**config.mk**
```make
export PLATFORM = sky130hd
export DESIGN_NAME = io_request_coalescer_unit_flat
export DESIGN_NICKNAME = d
export VERILOG_FILES = /design/src/hw/rtl/ioc_pkg.sv /design/src/hw/rtl/ioc_ifs.sv /design/src/hw/rtl/ioc_cfg_regs.sv /design/src/hw/rtl/ioc_merge.sv /design/src/hw/rtl/ioc_seg_fifo.sv /design/src/hw/rtl/io_request_coalescer_unit.sv /design/src/flat_wrapper.sv
export SDC_FILE = /design/constraint.sdc
export NUM_CORES = 2
export LEC_CHECK = 0
export BUFFER_PORTS_ARGS = -buffer_cell sky130_fd_sc_hd__buf_2
export CORE_ASPECT_RATIO = 1.5
export CORE_UTILIZATION = 65
export DETAILED_ROUTE_END_ITERATION = 10
export PLACE_DENSITY = 0.81
export SLEW_MARGIN = 20
export SYNTH_ARGS = -nofsm -noshare
export SYNTH_HDL_FRONTEND = slang
export SYNTH_SLANG_ARGS = --single-unit
```
**constraint.sdc**
```tcl
create_clock -name clk -period 18.1 [get_ports clk]
set_clock_uncertainty 0.2 [all_clocks]
set_input_delay 3.62 -clock clk [delete_from_list [all_inputs] [get_ports clk]]
set_output_delay 3.62 -clock clk [all_outputs]
set_load 0.03 [all_outputs]
```
**src/hw/rtl/ioc_pkg.sv**
```systemverilog
// ----------------------------------------------------------------------------
// ioc_pkg
// Shared widths, codes and types of the I/O request coalescer.
// ----------------------------------------------------------------------------
package ioc_pkg;

  localparam int ADDR_W     = 64;
  localparam int LEN_W      = 32;
  localparam int OFF_W      = 63;
  localparam int SEG_LEN_W  = 48;
  localparam int FEND_W     = 64;
  localparam int CFG_IDX_W  = 1;
  localparam int CFG_DATA_W = 1;

  localparam int FIFO_DEPTH = 4;
  localparam int FIFO_PTR_W = $clog2(FIFO_DEPTH);
  localparam int FIFO_CNT_W = $clog2(FIFO_DEPTH + 1);

  typedef enum logic [1:0] {
    KIND_CONTINUE      = 2'd0,
    KIND_FILE_BLOCK    = 2'd1,
    KIND_FINISH        = 2'd2,
    KIND_CONTIG_FINISH = 2'd3
  } seg_kind_t;

  typedef enum logic [CFG_IDX_W-1:0] {
    REG_FILE_OFFSET_MODE = 1'd0,
    REG_BUFFER_INPUT     = 1'd1
  } cfg_reg_t;

  typedef struct packed {
    logic file_offset_mode;
    logic buffer_input;
  } cfg_t;

  typedef struct packed {
    logic [ADDR_W-1:0]    addr;
    logic [SEG_LEN_W-1:0] length;
    logic [OFF_W-1:0]     offset;
    seg_kind_t            kind;
    logic                 last;
  } seg_t;

  // up to two results per request
  typedef struct packed {
    logic [1:0] cnt;
    seg_t       seg0;
    seg_t       seg1;
  } seg_push_t;

endpackage

```
**src/hw/rtl/ioc_ifs.sv**
```systemverilog
// ----------------------------------------------------------------------------
// ioc channel interfaces
// Request, result and configuration channels with valid/ready handshake.
// ----------------------------------------------------------------------------
interface ioc_req_if;
  import ioc_pkg::*;
  logic              valid;
  logic              ready;
  logic [ADDR_W-1:0] buf_addr;
  logic [LEN_W-1:0]  item_length;
  logic [OFF_W-1:0]  file_offset;
  logic              last_item;

  modport source (output valid, buf_addr, item_length, file_offset, last_item,
                  input ready);
  modport sink   (input valid, buf_addr, item_length, file_offset, last_item,
                  output ready);
endinterface

interface ioc_seg_if;
  import ioc_pkg::*;
  logic                 valid;
  logic                 ready;
  logic [ADDR_W-1:0]    seg_addr;
  logic [SEG_LEN_W-1:0] seg_length;
  logic [OFF_W-1:0]     seg_offset;
  logic [1:0]           seg_kind;
  logic                 seg_last;

  modport source (output valid, seg_addr, seg_length, seg_offset, seg_kind, seg_last,
                  input ready);
  modport sink   (input valid, seg_addr, seg_length, seg_offset, seg_kind, seg_last,
                  output ready);
endinterface

interface ioc_cfg_if;
  import ioc_pkg::*;
  logic                  valid;
  logic                  ready;
  logic [CFG_IDX_W-1:0]  idx;
  logic [CFG_DATA_W-1:0] wdata;

  modport source (output valid, idx, wdata, input ready);
  modport sink   (input valid, idx, wdata, output ready);
endinterface

```
**src/hw/rtl/ioc_cfg_regs.sv**
```systemverilog
// ----------------------------------------------------------------------------
// ioc_cfg_regs
// Configuration registers of the coalescer, written over the config channel.
// ----------------------------------------------------------------------------
module ioc_cfg_regs (
  input  logic           clk,
  input  logic           rst_n,
  ioc_cfg_if.sink        cfg_chan,
  output ioc_pkg::cfg_t  cfg
);
  import ioc_pkg::*;

  cfg_t cfg_r;
  cfg_t cfg_nxt;

  assign cfg_chan.ready = 1'b1;
  assign cfg = cfg_r;

  always_comb begin
    cfg_nxt = cfg_r;
    if (cfg_chan.valid) begin
      case (cfg_reg_t'(cfg_chan.idx))
        REG_FILE_OFFSET_MODE: cfg_nxt.file_offset_mode = cfg_chan.wdata[0];
        REG_BUFFER_INPUT:     cfg_nxt.buffer_input     = cfg_chan.wdata[0];
        default:              cfg_nxt = cfg_r;
      endcase
    end
  end

  always_ff @(posedge clk) begin
    if (!rst_n) begin
      cfg_r <= '0;
    end else begin
      cfg_r <= cfg_nxt;
    end
  end

endmodule

```
**src/hw/rtl/ioc_merge.sv**
```systemverilog
// ----------------------------------------------------------------------------
// ioc_merge
// Input register and run tracking: decides per request whether it extends
// the open run, closes it, or finishes the list.
// ----------------------------------------------------------------------------
module ioc_merge (
  input  logic               clk,
  input  logic               rst_n,
  ioc_req_if.sink            in_chan,
  input  ioc_pkg::cfg_t      cfg,
  input  logic               room,
  output ioc_pkg::seg_push_t push
);
  import ioc_pkg::*;

  // input register
  logic              s1_valid_r;
  logic [ADDR_W-1:0] s1_addr_r;
  logic [LEN_W-1:0]  s1_len_r;
  logic [OFF_W-1:0]  s1_off_r;
  logic              s1_last_r;

  // run state
  logic                 run_open_r, run_open_nxt;
  logic                 run_multi_r, run_multi_nxt;
  logic [ADDR_W-1:0]    run_addr_r, run_addr_nxt;
  logic [OFF_W-1:0]     run_off_r, run_off_nxt;
  logic [SEG_LEN_W-1:0] run_bytes_r, run_bytes_nxt;
  logic [ADDR_W-1:0]    prev_buf_end_r;
  logic [FEND_W-1:0]    prev_file_end_r;

  logic                 advance;
  logic                 buf_ok;
  logic                 file_ok;
  logic                 file_break;
  logic                 close;
  logic [SEG_LEN_W:0]   bytes_sum;
  logic [SEG_LEN_W-1:0] bytes_sat;
  seg_kind_t            close_kind;
  seg_t                 closed_seg;
  seg_t                 final_seg;

  assign advance       = s1_valid_r && room;
  assign in_chan.ready = !s1_valid_r || room;

  assign buf_ok     = (prev_buf_end_r == s1_addr_r);
  assign file_ok    = (prev_file_end_r == {1'b0, s1_off_r});
  assign file_break = cfg.file_offset_mode && !file_ok;
  assign close      = run_open_r && (file_break || !buf_ok);

  assign bytes_sum = {1'b0, run_bytes_r} + (SEG_LEN_W+1)'(s1_len_r);
  assign bytes_sat = bytes_sum[SEG_LEN_W] ? {SEG_LEN_W{1'b1}} : bytes_sum[SEG_LEN_W-1:0];

  always_comb begin
    if (file_break || cfg.buffer_input) begin
      close_kind = KIND_CONTINUE;
    end else begin
      close_kind = KIND_FILE_BLOCK;
    end
  end

  always_comb begin
    if (!run_open_r || close) begin
      run_addr_nxt  = s1_addr_r;
      run_off_nxt   = s1_off_r;
      run_bytes_nxt = SEG_LEN_W'(s1_len_r);
      run_multi_nxt = 1'b0;
    end else begin
      run_addr_nxt  = run_addr_r;
      run_off_nxt   = run_off_r;
      run_bytes_nxt = bytes_sat;
      run_multi_nxt = 1'b1;
    end
    run_open_nxt = !s1_last_r;
  end

  always_comb begin
    closed_seg.addr   = run_addr_r;
    closed_seg.length = run_bytes_r;
    closed_seg.offset = run_off_r;
    closed_seg.kind   = close_kind;
    closed_seg.last   = 1'b0;

    final_seg.addr   = run_addr_nxt;
    final_seg.length = run_bytes_nxt;
    final_seg.offset = run_off_nxt;
    final_seg.kind   = run_multi_nxt ? KIND_CONTIG_FINISH : KIND_FINISH;
    final_seg.last   = 1'b1;

    push.seg0 = close ? closed_seg : final_seg;
    push.seg1 = final_seg;
    if (!advance) begin
      push.cnt = 2'd0;
    end else begin
      push.cnt = 2'({1'b0, close} + {1'b0, s1_last_r});
    end
  end

  always_ff @(posedge clk) begin
    if (!rst_n) begin
      s1_valid_r <= 1'b0;
    end else if (in_chan.valid && in_chan.ready) begin
      s1_valid_r <= 1'b1;
    end else if (advance) begin
      s1_valid_r <= 1'b0;
    end
  end

  always_ff @(posedge clk) begin
    if (in_chan.valid && in_chan.ready) begin
      s1_addr_r <= in_chan.buf_addr;
      s1_len_r  <= in_chan.item_length;
      s1_off_r  <= in_chan.file_offset;
      s1_last_r <= in_chan.last_item;
    end
  end

  always_ff @(posedge clk) begin
    if (!rst_n) begin
      run_open_r      <= 1'b0;
      run_multi_r     <= 1'b0;
      run_addr_r      <= '0;
      run_off_r       <= '0;
      run_bytes_r     <= '0;
      prev_buf_end_r  <= '0;
      prev_file_end_r <= '0;
    end else if (advance) begin
      run_open_r      <= run_open_nxt;
      run_multi_r     <= run_multi_nxt && !s1_last_r;
      run_addr_r      <= run_addr_nxt;
      run_off_r       <= run_off_nxt;
      run_bytes_r     <= run_bytes_nxt;
      prev_buf_end_r  <= s1_addr_r + ADDR_W'(s1_len_r);
      // file end kept one bit wider so an end past the offset range never matches
      prev_file_end_r <= {1'b0, s1_off_r} + FEND_W'(s1_len_r);
    end
  end

  a_last_closes_run: assert property (@(posedge clk) disable iff (!rst_n)
    advance && s1_last_r |=> !run_open_r && !run_multi_r)
    else $error("run still open after last request");

  a_two_needs_last: assert property (@(posedge clk) disable iff (!rst_n)
    push.cnt == 2'd2 |-> push.seg1.last && !push.seg0.last)
    else $error("second result without list end");

  a_no_push_stalled: assert property (@(posedge clk) disable iff (!rst_n)
    !advance |-> push.cnt == 2'd0)
    else $error("result pushed without advancing");

  a_multi_needs_open: assert property (@(posedge clk) disable iff (!rst_n)
    run_multi_r |-> run_open_r)
    else $error("multi-element run with no open run");

endmodule

```
**src/hw/rtl/ioc_seg_fifo.sv**
```systemverilog
// ----------------------------------------------------------------------------
// ioc_seg_fifo
// Result queue: takes up to two results a cycle if room, one a cycle if ready.
// ----------------------------------------------------------------------------
module ioc_seg_fifo (
  input  logic              clk,
  input  logic              rst_n,
  input  ioc_pkg::seg_push_t push,
  output logic              room,
  ioc_seg_if.source         out_chan
);
  import ioc_pkg::*;

  seg_t                  mem [FIFO_DEPTH];
  logic [FIFO_PTR_W-1:0] wptr_r, wptr_nxt;
  logic [FIFO_PTR_W-1:0] rptr_r, rptr_nxt;
  logic [FIFO_CNT_W-1:0] count_r, count_nxt;
  logic [FIFO_PTR_W-1:0] wptr_plus1;
  logic                  pop;
  seg_t                  head;

  assign room       = (count_r <= FIFO_CNT_W'(FIFO_DEPTH - 2));
  assign pop        = out_chan.valid && out_chan.ready;
  assign wptr_plus1 = wptr_r + FIFO_PTR_W'(1);
  assign head       = mem[rptr_r];

  assign out_chan.valid      = (count_r != '0);
  assign out_chan.seg_addr   = head.addr;
  assign out_chan.seg_length = head.length;
  assign out_chan.seg_offset = head.offset;
  assign out_chan.seg_kind   = head.kind;
  assign out_chan.seg_last   = head.last;

  always_comb begin
    wptr_nxt  = wptr_r + FIFO_PTR_W'(push.cnt);
    rptr_nxt  = pop ? rptr_r + FIFO_PTR_W'(1) : rptr_r;
    count_nxt = count_r + FIFO_CNT_W'(push.cnt) - FIFO_CNT_W'(pop);
  end

  always_ff @(posedge clk) begin
    if (push.cnt != 2'd0) begin
      mem[wptr_r] <= push.seg0;
    end
    if (push.cnt == 2'd2) begin
      mem[wptr_plus1] <= push.seg1;
    end
  end

  always_ff @(posedge clk) begin
    if (!rst_n) begin
      wptr_r  <= '0;
      rptr_r  <= '0;
      count_r <= '0;
    end else begin
      wptr_r  <= wptr_nxt;
      rptr_r  <= rptr_nxt;
      count_r <= count_nxt;
    end
  end

  a_count_bound: assert property (@(posedge clk) disable iff (!rst_n)
    count_r <= FIFO_CNT_W'(FIFO_DEPTH))
    else $error("result queue overflow");

  a_push_fits: assert property (@(posedge clk) disable iff (!rst_n)
    push.cnt != 2'd0 |-> room)
    else $error("push into full result queue");

  a_ptr_gap: assert property (@(posedge clk) disable iff (!rst_n)
    (count_r == '0 || count_r == FIFO_CNT_W'(FIFO_DEPTH)) |-> wptr_r == rptr_r)
    else $error("queue pointers disagree with count");

endmodule

```
**src/hw/rtl/io_request_coalescer_unit.sv**
```systemverilog
// ----------------------------------------------------------------------------
// io_request_coalescer_unit
// Merges a sorted stream of I/O requests into contiguous runs.
//
//   channel   dir  handshake      payload
//   in_chan   in   valid/ready    buf_addr, item_length, file_offset, last_item
//   out_chan  out  valid/ready    seg_addr, seg_length, seg_offset, seg_kind, seg_last
//   cfg_chan  in   valid/ready    idx (register), wdata
//
// one request per cycle while the result queue has room; a request is registered
// in the input register and merged there; its results go through the result queue
// a request may push two results into the 4-entry result queue, which drains
// one per cycle while out_chan.ready is high, so two-result streams are throttled
// in_chan.ready drops while a request waits in the input register and the
// queue holds more than two
// synchronous active-low reset clears run state, queue and config registers
// ----------------------------------------------------------------------------
module io_request_coalescer_unit (
  input  logic       clk,
  input  logic       rst_n,
  ioc_req_if.sink    in_chan,
  ioc_seg_if.source  out_chan,
  ioc_cfg_if.sink    cfg_chan
);
  import ioc_pkg::*;

  cfg_t      cfg;
  seg_push_t push;
  logic      room;

  ioc_cfg_regs u_cfg (
    .clk      (clk),
    .rst_n    (rst_n),
    .cfg_chan (cfg_chan),
    .cfg      (cfg)
  );

  ioc_merge u_merge (
    .clk     (clk),
    .rst_n   (rst_n),
    .in_chan (in_chan),
    .cfg     (cfg),
    .room    (room),
    .push    (push)
  );

  ioc_seg_fifo u_fifo (
    .clk      (clk),
    .rst_n    (rst_n),
    .push     (push),
    .room     (room),
    .out_chan (out_chan)
  );

endmodule

```
**src/flat_wrapper.sv**
```systemverilog
// flat-port wrapper written by rule: the top's interface ports become plain ports
module io_request_coalescer_unit_flat import ioc_pkg::*;
  (clk, rst_n, in_chan_valid, in_chan_buf_addr, in_chan_item_length, in_chan_file_offset, in_chan_last_item, in_chan_ready, out_chan_valid, out_chan_seg_addr, out_chan_seg_length, out_chan_seg_offset, out_chan_seg_kind, out_chan_seg_last, out_chan_ready, cfg_chan_valid, cfg_chan_idx, cfg_chan_wdata, cfg_chan_ready);
  ioc_req_if in_chan_i ();
  ioc_seg_if out_chan_i ();
  ioc_cfg_if cfg_chan_i ();
  input  logic clk;
  input  logic rst_n;
  input wire logic [$bits(in_chan_i.valid)-1:0] in_chan_valid;
  input wire logic [$bits(in_chan_i.buf_addr)-1:0] in_chan_buf_addr;
  input wire logic [$bits(in_chan_i.item_length)-1:0] in_chan_item_length;
  input wire logic [$bits(in_chan_i.file_offset)-1:0] in_chan_file_offset;
  input wire logic [$bits(in_chan_i.last_item)-1:0] in_chan_last_item;
  output wire logic [$bits(in_chan_i.ready)-1:0] in_chan_ready;
  output wire logic [$bits(out_chan_i.valid)-1:0] out_chan_valid;
  output wire logic [$bits(out_chan_i.seg_addr)-1:0] out_chan_seg_addr;
  output wire logic [$bits(out_chan_i.seg_length)-1:0] out_chan_seg_length;
  output wire logic [$bits(out_chan_i.seg_offset)-1:0] out_chan_seg_offset;
  output wire logic [$bits(out_chan_i.seg_kind)-1:0] out_chan_seg_kind;
  output wire logic [$bits(out_chan_i.seg_last)-1:0] out_chan_seg_last;
  input wire logic [$bits(out_chan_i.ready)-1:0] out_chan_ready;
  input wire logic [$bits(cfg_chan_i.valid)-1:0] cfg_chan_valid;
  input wire logic [$bits(cfg_chan_i.idx)-1:0] cfg_chan_idx;
  input wire logic [$bits(cfg_chan_i.wdata)-1:0] cfg_chan_wdata;
  output wire logic [$bits(cfg_chan_i.ready)-1:0] cfg_chan_ready;
  assign in_chan_i.valid = in_chan_valid;
  assign in_chan_i.buf_addr = in_chan_buf_addr;
  assign in_chan_i.item_length = in_chan_item_length;
  assign in_chan_i.file_offset = in_chan_file_offset;
  assign in_chan_i.last_item = in_chan_last_item;
  assign in_chan_ready = in_chan_i.ready;
  assign out_chan_valid = out_chan_i.valid;
  assign out_chan_seg_addr = out_chan_i.seg_addr;
  assign out_chan_seg_length = out_chan_i.seg_length;
  assign out_chan_seg_offset = out_chan_i.seg_offset;
  assign out_chan_seg_kind = out_chan_i.seg_kind;
  assign out_chan_seg_last = out_chan_i.seg_last;
  assign out_chan_i.ready = out_chan_ready;
  assign cfg_chan_i.valid = cfg_chan_valid;
  assign cfg_chan_i.idx = cfg_chan_idx;
  assign cfg_chan_i.wdata = cfg_chan_wdata;
  assign cfg_chan_ready = cfg_chan_i.ready;
  io_request_coalescer_unit u_core (.clk(clk), .rst_n(rst_n), .in_chan(in_chan_i), .out_chan(out_chan_i), .cfg_chan(cfg_chan_i));
endmodule
```
==> summary.txt <==
Status
  – Status: complete, no violations

STA
  – Max_slew headroom: 20.9%
  – Final setup viols: 0
  – Max-slew violation count: 0
  – Achievable Freq: 125 MHz
  – Final hold violations: 0
  – Fin Setup TNS: 0 ns
  – Final setup margin: 10.12 ns
  – RSZ-0062 raised after global routing: no
  – Min Tclk post-route: 7.98 ns
  – Part of the cycle the worst path needs: 44.1%
  – Actual slew at the worst max-slew pin: 1.19 ns
  – Worst hold margin: 0.266 ns

Worst setup path
  – RR Startpoint: u_core.u_merge.s1_off_r[51]
  – R2r setup slk: 10.12 ns
  – Crit start category: flip-flop
  – Endpoint class of the critical path: flip-flop
  – FF-to-FF path depth: 17
  – Critical path class: flip-flop to flip-flop
  – CP Max Fanout: 82
  – Critical path data arrival time: 8.33 ns
  – Reg2reg end: u_core.u_fifo.mem[0][81]
  – CP required: 18.45 ns

Clock tree
  – Sink Count: 1184
  – CTS buffer count: 107
  – Postcts setup bufs: 0
  – H-tree Lvls: 3
  – CTS tree: built
  – Clock Latency Late Sink: 0.76 ns
  – Clock-pin slew on the worst setup and hold paths: 0.06 ns
  – CTS resizes: 0
  – Cts hold-fix bufs: 0
  – Root Driver: clkbuf_16
  – Clk buf depth: 3

Yosys
  – Syn nets: 5010
  – Sequential-to-total area share from yosys stat: 56.7%
  – Post-synth ARST share: 0%
  – Top cell type's share of synthesized area: 45.5%
  – Avg Cell Area, Syn: 12.0 µm²
  – Post-synth top area cell: edfxtp_1
  – Yosys reg bits: 1184
  – Top cells by area, synth: edfxtp_1, dfxtp_1, a22o_1
  – Warnings from Yosys: 0
  – Post-synth EDFFs: 864
  – Primary FF master, synth: edfxtp_1
  – Mapped Area: 57100 µm²
  – Synth Instances: 4738
  – Synth cell types: 85

Power and ir drop
  – Final Power: 7.48 mW
  – Power Density: 119 nW/µm²
  – VDD IR-drop max: 0.120 mV
  – LEAKAGE: 22.5 nW

Place
  – Count of input and output buffers: 346
  – Area after DPL: 59300 µm²
  – Post-DP HPWL: 112000 µm
  – Pre-CTS WS: 10.56 ns
  – Placed insts: 5886
  – GPL Wtd Cong: 0.988

Routing
  – Routed vias: 43427
  – Via density: 7.13
  – Starting DRC count in detailed routing: 5328
  – DRT Pass-1 Iters: 8
  – Remaining DRCs: 0
  – Routed WL: 182000 µm
  – WL per Instance: 29.9 µm
  – ANT nets after route: 0

Floorplan
  – Starting Density: 65.8%
  – Number of I/O pins: 348
  – Core ar.: 86700 µm²
  – Site Rows: 132
  – Die Area: 89000 µm²
  – Die Ht: 365 µm
  – Die X: 244 µm

Min path
  – Worst hold path type: flip-flop to flip-flop
  – Worst Hold Launch: u_core.u_merge.prev_buf_end_r[14]
  – Min-Delay Endpoint: u_core.u_merge.prev_buf_end_r[14]
  – Worst Hold Depth: 2

Layout
  – Final instance area: 62900 µm²
  – Layout cells sized above 1: 16.4%
  – P&R area growth vs syn: 10.1%
  – Final core utilization: 72.5%
  – Nets: 5128
  – Finished Layout Cells: 6095
  – Fill count: 5817

Flow run
  – Max cap viols: 0

Global route
  – First-pass GRT wire length: 265000 µm
  – Initial antenna violation count: 6
  – Global route total overflow: 0
  – GRT Resource Usage Total: 40.6%
  – Largest net degree at the start of global routing: 132
  – Vias in the first global route: 42207
-- synth_stat cells (all sizes together) (8+ instances only) --
master and instances:
edfxtp 864, nand2 593, a22o 580, a21oi 366
dfxtp 320, clkbuf 282, o21ai 246, xnor2 181
mux4 177, nor2 157, buf 115, ha 101
xor2 85, nand3 83, nand4 76, inv 62
a21o 60, and3 33, nor3 32, o22ai 26
a211oi 25, and2 25, a31oi 22, o211ai 22
nor4 20, o21bai 15, nand2b 13, nor2b 13
or3 13, o221ai 12, a32o 11, mux2i 10
a221oi 9, o31ai 8
-- area by class of cell --
type | instances | area [µm²] | area share, %
antenna | 5 | 12.5 | 0.0199
clock buffer | 137 | 2900 | 4.62
clock inverter | 67 | 671 | 1.07
inverter | 63 | 264 | 0.420
multi-input combinational | 3094 | 23000 | 36.6
sequential | 1184 | 32400 | 51.5
tap | 1139 | 1430 | 2.27
timing repair buffer | 406 | 2230 | 3.55
-- metal layers --
layer	up-vias	track usage, %	share of wire (%)	wire [µm]
li1	18406	-	-	-
met1	21086	48.2	33	59500
met2	3205	64.4	47	86400
met3	724	9.05	12	21200
met4	6	31.6	8.3	15200
met5	-	0	0.021	39
-- cell families (layout without fill, tap and decap cells) --
kind of cell             count (synthesis)  count (layout)  share of synthesized area (%)
buffers and inverters                  460             673                           3.31
other                                    1               6                        0.00657
multiplexers                           188             188                           7.18
adder cells (fa/ha/maj)                105             105                           2.35
AO/OA/AOI/OAI                         1460            1460                           18.0
XOR/XNOR                               266             266                           4.08
AND/OR/NAND/NOR                       1074            1074                           8.37
flip-flops                            1184            1184                           56.7
-- power breakdown --
part	switching [mW]	leakage [nW]	total, mW	internal [mW]
clock network	1.06	1.72	2.33	1.27
logic	1.18	9.29	1.83	0.646
registers	0.228	11.5	3.32	3.09
-- how the worst max path moves through the flow --
stage,endpoint,cells past startpoint,from,slack (ns)
3_3_place_gp,u_core.u_fifo.mem[0][70],17,u_core.u_merge.s1_off_r[16],10.74
6_report,u_core.u_fifo.mem[0][81],17,u_core.u_merge.s1_off_r[51],10.12
2_1_floorplan,u_core.u_fifo.mem[0][109],17,u_core.u_merge.s1_off_r[10],9.76
5_1_grt,u_core.u_fifo.mem[0][72],17,u_core.u_merge.s1_off_r[51],9.82
3_5_place_dp,u_core.u_fifo.mem[0][72],17,u_core.u_merge.s1_off_r[50],10.56
4_1_cts,out_chan_seg_offset[7],4,flip-flop,10.19
-- critical path, cell delays in order, from the launching register on --
cell and delay (ns):
edfxtp_1 0.55, xnor2_1 0.71, nand4_1 0.18, nor2_1 0.13
nand4_1 0.10, o31ai_1 0.60, nand2_1 0.56, nand2_1 0.46
clkinv_1 0.16, ha_1 0.46, o21ai_1 0.23, nor3_1 0.53
nor2_1 0.09, buf_4 0.22, inv_6 0.76, buf_4 0.78
nand2_1 0.63, o21ai_0 0.39
-- registers in the layout, indices dropped and copies added, names as in the netlist, named ones only --
| register | cells |
|---|---|
| u_core.u_merge.s1_addr_r | 64 |
| u_core.u_fifo.rptr_r | 2 |
| u_core.u_merge.run_addr_r | 64 |
| u_core.u_fifo.wptr_r | 2 |
| u_core.u_merge.prev_buf_end_r | 64 |
| u_core.u_merge.s1_last_r | 1 |
| u_core.u_merge.prev_file_end_r | 64 |
| u_core.u_merge.run_off_r | 63 |
| u_core.u_merge.s1_valid_r | 1 |
| u_core.u_fifo.mem | 708 |
| u_core.u_merge.run_open_r | 1 |
| u_core.u_cfg.cfg | 2 |
| u_core.u_fifo.count_r | 3 |
| u_core.u_merge.s1_len_r | 32 |
| u_core.u_merge.s1_off_r | 63 |
| u_core.u_merge.run_bytes_r | 48 |
-- cells in the final DEF (no fill, tap or decap), types with 21 or more instances in the layout --
master | Yosys | final
nor2_1 | 156 | 149
buf_2 | 74 | 346
a22o_1 | 580 | 580
a211oi_1 | 24 | 24
buf_4 | 14 | 56
dfxtp_1 | 320 | 318
ha_1 | 101 | 101
and2_1 | 24 | 22
nor3_1 | 28 | 26
a21o_1 | 60 | 60
o22ai_1 | 26 | 22
and3_1 | 33 | 32
edfxtp_1 | 864 | 864
clkbuf_16 | 0 | 109
nand4_1 | 75 | 75
mux4_2 | 177 | 177
clkbuf_1 | 281 | 21
xnor2_1 | 181 | 181
inv_1 | 61 | 56
o211ai_1 | 22 | 22
nand2_1 | 592 | 590
xor2_1 | 85 | 85
a21oi_1 | 361 | 361
o21ai_0 | 244 | 243
nand3_1 | 83 | 83
Note: power is estimated with default switching activity, not from simulation.
